===== src/ocbhf_pkg.sv =====
// Shared types and constants for the overlap-cluster best-hit filter.
`default_nettype none
package ocbhf_pkg;

    localparam int OFFSET_BITS_DEF = 32;
    localparam int FIELD_OFF_W     = 32;
    localparam int LEN_W           = 16;
    localparam int CFG_W           = 16;
    localparam int SCORE_W         = 32;
    localparam int COUNT_W         = 32;
    localparam int S_DATA_W        = FIELD_OFF_W + LEN_W + CFG_W + SCORE_W;
    localparam int M_DATA_W        = FIELD_OFF_W + LEN_W + CFG_W + SCORE_W + COUNT_W;
    localparam int RES_DEPTH       = 4;
    localparam int RES_PTR_W       = $clog2(RES_DEPTH);
    localparam int RES_CNT_W       = $clog2(RES_DEPTH + 1);
    localparam int MAX_PUSH        = 2;

    typedef struct packed {
        logic                   list_done;
        logic                   run_end;
        logic [COUNT_W-1:0]     detect_number;
        logic signed [SCORE_W-1:0] best_score;
        logic [CFG_W-1:0]       best_config;
        logic [LEN_W-1:0]       best_length;
        logic [FIELD_OFF_W-1:0] best_offset;
    } res_t;

    // Results written to the queue together: r0 first, then r1.
    typedef struct packed {
        logic [1:0] n;
        res_t       r1;
        res_t       r0;
    } push_t;

endpackage : ocbhf_pkg
`default_nettype wire


===== src/ocbhf_fifo.sv =====
// Result queue with two write slots per cycle and one read port.
`default_nettype none
module ocbhf_fifo
    import ocbhf_pkg::*;
(
    input  wire logic  aclk,
    input  wire logic  aresetn,
    input  wire push_t push,
    output logic       room,
    output logic       out_valid,
    input  wire logic  out_ready,
    output res_t       out_item
);

    res_t                 mem [RES_DEPTH];
    logic [RES_PTR_W-1:0] wp_reg, wp_next;
    logic [RES_PTR_W-1:0] rp_reg, rp_next;
    logic [RES_CNT_W-1:0] cnt_reg, cnt_next;
    logic                 pop;
    logic [RES_PTR_W-1:0] wp_plus1;

    assign pop       = out_valid && out_ready;
    assign out_valid = (cnt_reg != '0);
    assign out_item  = mem[rp_reg];
    // room for a full pair of results
    assign room      = (cnt_reg <= RES_CNT_W'(RES_DEPTH - MAX_PUSH));
    assign wp_plus1  = wp_reg + RES_PTR_W'(1);

    always_comb begin
        wp_next  = wp_reg + RES_PTR_W'(push.n);
        rp_next  = pop ? rp_reg + RES_PTR_W'(1) : rp_reg;
        cnt_next = cnt_reg + RES_CNT_W'(push.n) - RES_CNT_W'(pop);
    end

    always_ff @(posedge aclk) begin
        if (push.n != 2'd0) begin
            mem[wp_reg] <= push.r0;
        end
        if (push.n == 2'd2) begin
            mem[wp_plus1] <= push.r1;
        end
    end

    always_ff @(posedge aclk) begin
        if (!aresetn) begin
            wp_reg  <= '0;
            rp_reg  <= '0;
            cnt_reg <= '0;
        end else begin
            wp_reg  <= wp_next;
            rp_reg  <= rp_next;
            cnt_reg <= cnt_next;
        end
    end

endmodule : ocbhf_fifo
`default_nettype wire


===== src/ocbhf_core.sv =====
// Input register, cluster state and the per-hit join/keep/emit decision.
`default_nettype none
module ocbhf_core
    import ocbhf_pkg::*;
#(
    parameter int OFFSET_BITS = OFFSET_BITS_DEF
) (
    input  wire logic                   aclk,
    input  wire logic                   aresetn,
    input  wire logic                   direction,
    input  wire logic                   in_valid,
    output logic                        in_ready,
    input  wire logic [FIELD_OFF_W-1:0] in_offset,
    input  wire logic [LEN_W-1:0]       in_length,
    input  wire logic [CFG_W-1:0]       in_config,
    input  wire logic [SCORE_W-1:0]     in_score,
    input  wire logic                   in_final,
    input  wire logic                   room,
    output push_t                       push
);

    localparam int SUM_W = OFFSET_BITS + 1;

    // input register
    logic                      hv_reg;
    logic [OFFSET_BITS-1:0]    h_off_reg;
    logic [LEN_W-1:0]          h_len_reg;
    logic [CFG_W-1:0]          h_cfg_reg;
    logic signed [SCORE_W-1:0] h_sc_reg;
    logic                      h_fin_reg;

    // cluster state
    logic                      open_reg, open_next;
    logic [OFFSET_BITS-1:0]    a_off_reg, a_off_next;
    logic [LEN_W-1:0]          a_len_reg, a_len_next;
    logic [OFFSET_BITS-1:0]    k_off_reg, k_off_next;
    logic [LEN_W-1:0]          k_len_reg, k_len_next;
    logic [CFG_W-1:0]          k_cfg_reg, k_cfg_next;
    logic signed [SCORE_W-1:0] k_sc_reg, k_sc_next;
    logic [COUNT_W-1:0]        cnt_reg, cnt_next;

    logic                      proc;
    logic [SUM_W-1:0]          fwd_end;
    logic [SUM_W-1:0]          rev_end;
    logic                      joins;
    logic                      close_old;
    logic                      take_hit;
    logic                      restart;
    logic [COUNT_W-1:0]        c1;
    logic [COUNT_W-1:0]        c2;

    assign in_ready = !hv_reg || room;
    assign proc     = hv_reg && room;

    always_ff @(posedge aclk) begin
        if (!aresetn) begin
            hv_reg <= 1'b0;
        end else if (in_ready) begin
            hv_reg <= in_valid;
        end
    end

    always_ff @(posedge aclk) begin
        if (in_ready && in_valid) begin
            h_off_reg <= OFFSET_BITS'(in_offset);
            h_len_reg <= in_length;
            h_cfg_reg <= in_config;
            h_sc_reg  <= signed'(in_score);
            h_fin_reg <= in_final;
        end
    end

    // overlap sums carry one extra bit so they never wrap
    assign fwd_end = SUM_W'(a_off_reg) + SUM_W'(a_len_reg);
    assign rev_end = SUM_W'(h_off_reg) + SUM_W'(h_len_reg);
    assign joins   = direction ? (rev_end > SUM_W'(a_off_reg))
                               : (SUM_W'(h_off_reg) < fwd_end);

    assign close_old = open_reg && !joins;
    assign restart   = !open_reg || !joins;
    // earliest hit wins a tie
    assign take_hit  = restart || (h_sc_reg > k_sc_reg);

    assign c1 = (cnt_reg == '1) ? cnt_reg : cnt_reg + COUNT_W'(1);
    assign c2 = (c1 == '1) ? c1 : c1 + COUNT_W'(1);

    always_comb begin
        k_off_next = take_hit ? h_off_reg : k_off_reg;
        k_len_next = take_hit ? h_len_reg : k_len_reg;
        k_cfg_next = take_hit ? h_cfg_reg : k_cfg_reg;
        k_sc_next  = take_hit ? h_sc_reg  : k_sc_reg;
        a_off_next = restart ? h_off_reg : a_off_reg;
        a_len_next = restart ? h_len_reg : a_len_reg;
        open_next  = !h_fin_reg;
        if (h_fin_reg) begin
            cnt_next = '0;
        end else if (close_old) begin
            cnt_next = c1;
        end else begin
            cnt_next = cnt_reg;
        end
    end

    always_comb begin
        push.n = proc ? (2'(close_old) + 2'(h_fin_reg)) : 2'd0;

        // first result: the closed cluster, or the flush when nothing closed
        push.r0.best_offset   = FIELD_OFF_W'(close_old ? k_off_reg : k_off_next);
        push.r0.best_length   = close_old ? k_len_reg : k_len_next;
        push.r0.best_config   = close_old ? k_cfg_reg : k_cfg_next;
        push.r0.best_score    = close_old ? k_sc_reg  : k_sc_next;
        push.r0.detect_number = c1;
        push.r0.run_end       = !(close_old && h_fin_reg);
        push.r0.list_done     = !close_old;

        // second result: flush of the cluster just opened
        push.r1.best_offset   = FIELD_OFF_W'(k_off_next);
        push.r1.best_length   = k_len_next;
        push.r1.best_config   = k_cfg_next;
        push.r1.best_score    = k_sc_next;
        push.r1.detect_number = c2;
        push.r1.run_end       = 1'b1;
        push.r1.list_done     = 1'b1;
    end

    always_ff @(posedge aclk) begin
        if (!aresetn) begin
            open_reg <= 1'b0;
            cnt_reg  <= '0;
        end else if (proc) begin
            open_reg <= open_next;
            cnt_reg  <= cnt_next;
        end
    end

    always_ff @(posedge aclk) begin
        if (proc) begin
            a_off_reg <= a_off_next;
            a_len_reg <= a_len_next;
            k_off_reg <= k_off_next;
            k_len_reg <= k_len_next;
            k_cfg_reg <= k_cfg_next;
            k_sc_reg  <= k_sc_next;
        end
    end

endmodule : ocbhf_core
`default_nettype wire


===== src/overlap_cluster_best_hit_filter.sv =====
// Top level of the overlap-cluster best-hit filter.
//
//  channel | direction | handshake             | payload
//  --------+-----------+-----------------------+--------------------------------------
//  s_      | in        | s_tvalid / s_tready   | s_tdata hit fields, s_tlast final_hit
//  m_      | out       | m_tvalid / m_tready   | m_tdata best hit, m_tlast/m_tuser flags
//  cfg_    | in        | cfg_valid / cfg_ready | cfg_data direction
//
// One hit per cycle is accepted while the queue has room; a hit is decided in the
// input register and its 0, 1 or 2 results enter a four-entry result queue.
// The input side stalls only while the queue cannot take a pair of results.
// Results pass through the input register and the result queue before reaching m_.
// aresetn is synchronous, active low; it closes the cluster, clears the detection
// count and empties the queue. Config writes are always ready.
`default_nettype none
module overlap_cluster_best_hit_filter
    import ocbhf_pkg::*;
#(
    parameter int OFFSET_BITS = OFFSET_BITS_DEF
) (
    input  wire logic                aclk,
    input  wire logic                aresetn,
    input  wire logic                cfg_valid,
    output logic                     cfg_ready,
    input  wire logic                cfg_data,   // [0] direction
    input  wire logic                s_tvalid,
    output logic                     s_tready,
    // [31:0] hit_offset, [47:32] hit_length, [63:48] hit_config, [95:64] hit_score
    input  wire logic [S_DATA_W-1:0] s_tdata,
    input  wire logic                s_tlast,    // final_hit
    output logic                     m_tvalid,
    input  wire logic                m_tready,
    // [31:0] best_offset, [47:32] best_length, [63:48] best_config,
    // [95:64] best_score, [127:96] detect_number
    output logic [M_DATA_W-1:0]      m_tdata,
    output logic                     m_tlast,    // run_end
    output logic                     m_tuser     // [0] list_done
);

    logic  direction_reg;
    logic  room;
    push_t push;
    res_t  head;

    assign cfg_ready = 1'b1;

    always_ff @(posedge aclk) begin
        if (!aresetn) begin
            direction_reg <= 1'b0;
        end else if (cfg_valid) begin
            direction_reg <= cfg_data;
        end
    end

    ocbhf_core #(
        .OFFSET_BITS(OFFSET_BITS)
    ) u_core (
        .aclk      (aclk),
        .aresetn   (aresetn),
        .direction (direction_reg),
        .in_valid  (s_tvalid),
        .in_ready  (s_tready),
        .in_offset (s_tdata[31:0]),
        .in_length (s_tdata[47:32]),
        .in_config (s_tdata[63:48]),
        .in_score  (s_tdata[95:64]),
        .in_final  (s_tlast),
        .room      (room),
        .push      (push)
    );

    ocbhf_fifo u_fifo (
        .aclk      (aclk),
        .aresetn   (aresetn),
        .push      (push),
        .room      (room),
        .out_valid (m_tvalid),
        .out_ready (m_tready),
        .out_item  (head)
    );

    assign m_tdata = {head.detect_number, head.best_score, head.best_config,
                      head.best_length, head.best_offset};
    assign m_tlast = head.run_end;
    assign m_tuser = head.list_done;

endmodule : overlap_cluster_best_hit_filter
`default_nettype wire

===== config.mk =====
export PLATFORM = sky130hd
export DESIGN_NAME = overlap_cluster_best_hit_filter
export DESIGN_NICKNAME = d
export VERILOG_FILES = /design/src/ocbhf_pkg.sv /design/src/ocbhf_fifo.sv /design/src/ocbhf_core.sv /design/src/overlap_cluster_best_hit_filter.sv
export SDC_FILE = /design/constraint.sdc
export NUM_CORES = 1
export LEC_CHECK = 0
export BUFFER_PORTS_ARGS = -buffer_cell sky130_fd_sc_hd__buf_2
export CAP_MARGIN = 10
export CORE_ASPECT_RATIO = 0.6
export CORE_MARGIN = 1.5
export CORE_UTILIZATION = 50
export DETAILED_ROUTE_END_ITERATION = 12
export PLACE_DENSITY = 0.67
export RECOVER_POWER = 25
export SLEW_MARGIN = 30
export SYNTH_ARGS = -nofsm -noshare
export SYNTH_HDL_FRONTEND = slang
export SYNTH_SLANG_ARGS = --single-unit

===== constraint.sdc =====
create_clock -name aclk -period 12.4 [get_ports aclk]
set_input_delay 0 -clock aclk [delete_from_list [all_inputs] [get_ports aclk]]
set_output_delay 0 -clock aclk [all_outputs]
set_load 0.1 [all_outputs]

After elaboration in Yosys (flattened, before gate mapping) --
Memory sizes are Yosys's and may differ from the RTL's. A register that Yosys moved wholly into a read port is not among the register bits. Index checks and enable logic that the tools add are counted.
Storage, ports and cells: word-level logic and storage cells 75, bits of input ports 103, memories kept 1, output and inout port bits 133, RAM bits 520, register bits 283
Memory list:
- u_fifo.mem | depth 4, bits a word 130, rd ports 1, clocked after memory_dff 1, write ports 2, line ocbhf_fifo.sv:15 | res_t mem [RES_DEPTH];
Cells by class: muxes and demuxes 20, $add $sub $neg 10, eq/ne operators 3, order comparisons 4, reduce and logical (&&, ||, !) cells 19
Operators with widths (count):
- $mux 32 | 8
- $add 32x16->33 | 2
- $add 32x1->32 const B | 2
- $eq 32x32->1 const B | 2
- $mux 16 | 4
- $gt 33x32->1 | 1
- $lt 32x33->1 | 1
- $gt 32x32->1 | 1
- $logic_not 1->1 | 6
- $mux 2 | 3
- $logic_and 1x1->1 | 5
- $mux 1 | 5
- $add 2x1->2 const B | 2
- $reduce_and 2->1 | 2
- $reduce_bool 2->1 | 2
- $add 3x2->3 | 1
- $le 3x2->1 const B | 1
- $logic_or 1x1->1 | 3
- $reduce_bool 3->1 | 1
- $sub 3x1->3 | 1
- $add 1x1->2 | 1
- $add 2x2->2 | 1
- $eq 2x2->1 const B | 1

Logic depth before layout (Yosys ltp) --
word-level depth 10, mapped depth 32, gate-level depth less buffers 28

Hierarchy --
A second synthesis with hierarchy kept.
Second synthesis, totals: cells, all modules 2761, area, all modules 42610.9 um^2
Modules (own cells, without submodules):
- ocbhf_fifo | sequential area each 15795.1 um^2, cells an instance 1307, area an instance 25609.6 um^2, instances 1
- ocbhf_core | sequential area each 7917.6 um^2, cells an instance 1449, area an instance 16953.8 um^2, instances 1
- overlap_cluster_best_hit_filter | sequential area each 20.0 um^2, cells an instance 5, area an instance 47.5 um^2, instances 1

Worst setup path before layout --
No wires, ideal clock.
path kind register to register, start point reg u_core.h_off_reg[0], end point mem u_fifo.mem[2][56] in the netlist's numbering (data pin), required time 12.224 ns, path buffers 5, period minus slack after synthesis 9.519 ns, cell stages (with the launch flop) 33, arrival time 9.343 ns, setup time 0.176 ns, path slack 2.881 ns, cell sequence edfxtp_1 -> ha_1 -> inv_1 -> fa_1 -> nor2b_1 -> o31a_1 -> o2111ai_1 -> a21boi_0 -> o21a_1 -> nor2_1 -> o21bai_1 -> a21oi_1 -> xnor2_1 -> ha_1 -> nand4_1 -> nor4bb_1 -> nand3_1 -> a211oi_1 -> a21boi_0 -> a41o_1 -> and3_1 -> buf_2 -> inv_2 -> ha_1 -> clkbuf_1 -> nor2_1 -> or3_1 -> clkbuf_1 -> nand2_1 -> o211ai_1 -> clkbuf_1 -> clkbuf_1 -> o32ai_1
RTL lines:
- start, declared | line ocbhf_core.sv:26 | logic [OFFSET_BITS-1:0] h_off_reg;
- start signal, assigned | line ocbhf_core.sv:65 | h_off_reg <= OFFSET_BITS'(in_offset);
- end, declared | line ocbhf_fifo.sv:15

==> summary.md <==
| Metric | Value |
|---|---|
| Outcome | `finished with violations` |
| Violated checks | `capacitance limit, slew limit` |
| Synth unique cells | `84` |
| Remaining Overflow, GRT | `0` |
| RSZ-0062 raised after global routing | `false` |
| DR vias | `~31k` |
| ANT cells | `0` |
| Crit path arrival time | `between 10 and 15 ns` |
| Largest net degree at the start of global routing | `156` |
| Row count | `82` |
| Initial drt markers | `4,652` |
| Final setup TNS | `0 ns` |
| HPWL Detailed | `around 76,000 um` |
| Initial core utilization | `50.5%` |
| Final WL | `127,000 um` |
| Post-synth EDFFs | `753` |
| Most frequent cell after synthesis | `edfxtp_1` |
| Total iterations of the first detailed-routing run | `6` |
| Max FFs per register | `520` |
| Sequential cell area fraction in the yosys report | `56.1%` |
| Area leader, netlist | `edfxtp_1` |
| Net Count, Synth | `3,500` |
| Antenna violations before repair | `2` |
| Tot GR Track Use | `between 20% and 30%` |
| IO Pins | `236` |
| Drt drc | `0` |
| CP Max Fanout | `68` |
| Synth Cell Area | `roughly 42,000 sq um` |
| Die Y | `roughly 230 um` |
| Post-synth top cells | `753 x edfxtp_1, 387 x o32ai_1, 253 x inv_1, 209 x clkbuf_1, 133 x ha_1` |
| Largest cells by area after synthesis | `edfxtp_1 54%, o32ai_1 8.0%, mux4_2 6.9%` |
| Final Hold Fails | `0` |
| H-tree Lvls | `3` |
| Pins Over Slew Limit | `338` |
| Fmax achieved | `around 100 MHz` |
| Fin crit period | `9.74 ns` |
| Seq cells post-synth | `805` |
| Clock Sinks | `805` |
| Die area | `between 80,000 and 90,000 sq um` |
| Maximum vdd drop | `between 0.15 and 0.2 mV` |
| Critical Path Start Type | `flip-flop` |
| # setup viols final | `0` |
| Max-slew headroom | `-178%` |
| Placement Setup Slack | `about 2.9 ns` |
| Port bufs | `234` |
| Crit Path Class | `flip-flop to flip-flop` |
| CP endpoint kind | `flip-flop` |
| Antenna viol nets, final | `0` |
| Synth warn | `0` |
| Slew @ Worst Pin | `4.17 ns` |
| Root Buffer | `clkbuf_16` |
| DP Area | `44,200 sq um` |
| Pwr per Cell Area | `186 nW/um^2` |
| Synth async-reset ratio | `0%` |
| Final #Nets | `3,706` |
| Clock buffer depth | `3` |
| R2R setup slack | `approximately 2.7 ns` |
| First-pass GRT wire length | `188,000 um` |
| Worst-Skew Late Latency | `between 0.6 and 0.7 ns` |
| Number of global-route vias before repair | `30.3k` |
| Post-synth top flop | `edfxtp_1` |
| Layout cell share with drive strength beyond 1 | `13.8%` |
| Vias per Instance | `6.73` |
| Final WS setup | `roughly 2.7 ns` |
| Die X | `between 300 and 400 um` |
| Post-synth top area share | `53.6%` |
| Layout area overhead | `13.8%` |
| Max-cap violations | `6` |
| Clock skew | `0.0264 ns` |
| Reg area | `23,700 sq um` |
| Area of the multi-input gates | `16,600 sq um` |
| Most flop-heavy register | `u_fifo.mem` |
| Post-Synthesis Cells | `3,261` |
| Fill cells | `~6.7k` |
| CORE AREA | `83,500 sq um` |
| Synth Area per Inst | `12.9 sq um` |
| Pleak | `15.8 nW` |
| Drt wl/cell | `27.2 um` |
| CTS tree | `built` |
| Worst Path Required | `roughly 13 ns` |
| Worst hold path class | `input pin to flip-flop` |
| Placer Congestion | `0.969` |
| Final Cycle Share | `78.5%` |
| Post-CTS setup repair buffer count | `0` |
| Reg clk slew, reported paths | `roughly 0.06 ns` |
| Cts bufs inserted | `79` |
| Finished Cell Area | `48,000 sq um` |
[logic make-up after synthesis]
kind of cell | synth area share [%]
AO/OA/AOI/OAI | 16.6
XOR/XNOR | 1.91
adder cells (fa/ha/maj) | 4.09
buffers and inverters | 4.96
flip-flops | 56.1
multiplexers | 9.35
other | 0.00889
AND/OR/NAND/NOR | 7.02
[routing by layer]
metal | vias to the layer above | wire, um | global-route usage, %
met5 | - | 0 | 0
met4 | 0 | 3020 | 7.72
met3 | 253 | 15300 | 7.13
met2 | 1938 | 56300 | 42.8
met1 | 15500 | 52200 | 42.2
li1 | 13700 | - | -
[repair_timing]
item,4_1_cts,5_1_grt
hold buffers,114,0
resized for setup,0,0
endpoints found under the hold margin,132,0
[placed cells by master, fill, tap and decap left out, types with 12 or more instances in the layout]
cell type,instances
nor3_1,42
clkinv_1,21
nand2_1,93
o22ai_1,26
or3_1,16
mux4_2,130
buf_4,35
nor2_1,74
a21o_1,27
xnor2_1,67
o31ai_1,14
and4_1,12
or4_1,13
a21oi_1,74
a22oi_1,23
edfxtp_1,753
bufinv_16,12
ha_1,133
and2_1,22
inv_1,253
nand3_1,75
a31oi_1,95
clkbuf_1,112
nand4_1,55
and3_1,27
xor2_1,15
dlygate4sd3_1,114
nand2b_1,14
o21ai_0,100
nor4_1,25
dfxtp_1,51
mux2i_1,99
o32ai_1,387
clkbuf_16,79
buf_2,138
o211ai_1,59
nor2b_1,32
[power by group]
group	internal [mW]	switching, mW
clock network	1.45	1.08
logic	0.744	2.35
registers	3.18	0.127
total	5.38	3.56
[final timing paths]
check,from,end,depth (start not counted)
worst max register to register,u_core.a_len_reg[1],u_fifo.mem[3][58],24
worst min-delay path,s_tdata[7],u_core.h_off_reg[7],2
worst max-delay path,u_core.a_len_reg[1],u_fifo.mem[3][58],24
worst min register to register,u_fifo.mem[1][128],u_fifo.mem[1][128],1
[through the flow]
stage / hold slack, ns / cells / power (mW) / util [%]
2_1_floorplan: 0.0989 / 3261 / 5.74 / -
3_3_place_gp: 0.177 / 4403 / 6.37 / 52.9
3_5_place_dp: 0.178 / 4403 / 6.41 / 52.9
4_1_cts: 0.000221 / 4662 / 8.95 / 57.5
5_1_grt: 0.0268 / 4665 / 9.22 / 57.5
6_report: 0.0466 / 4665 / 8.94 / 57.5
[layout make-up]
type / count / share of cell area (%)
Multi-Input combinational cell: 1924 / 34.6
Inverter: 257 / 2.01
Sequential cell: 805 / 49.3
Clock buffer: 96 / 4.32
Tap cell: 1134 / 2.96
Clock inverter: 49 / 1.24
Timing Repair Buffer: 400 / 5.55
[critical path: stages (launching register included)]
cell and delay [ns]:
edfxtp_1 0.39, ha_1 0.32, a21o_1 0.17, a21oi_1 0.26, o21ai_0 0.17, a2111oi_1 0.78
o311ai_0 0.41, a31oi_1 0.56, nor2_1 0.28, xnor2_1 0.20, ha_1 0.31, nand3_1 0.12
nor3_1 0.23, nand2_1 0.14, a221o_1 0.28, a2bb2oi_1 0.51, and3_1 0.53, inv_2 0.21
ha_1 0.55, or3_1 0.74, nand2_4 0.45, o211ai_1 0.23, buf_4 0.42, buf_4 0.86
o32ai_1 0.24
Power figures use the tool's default switching activity.
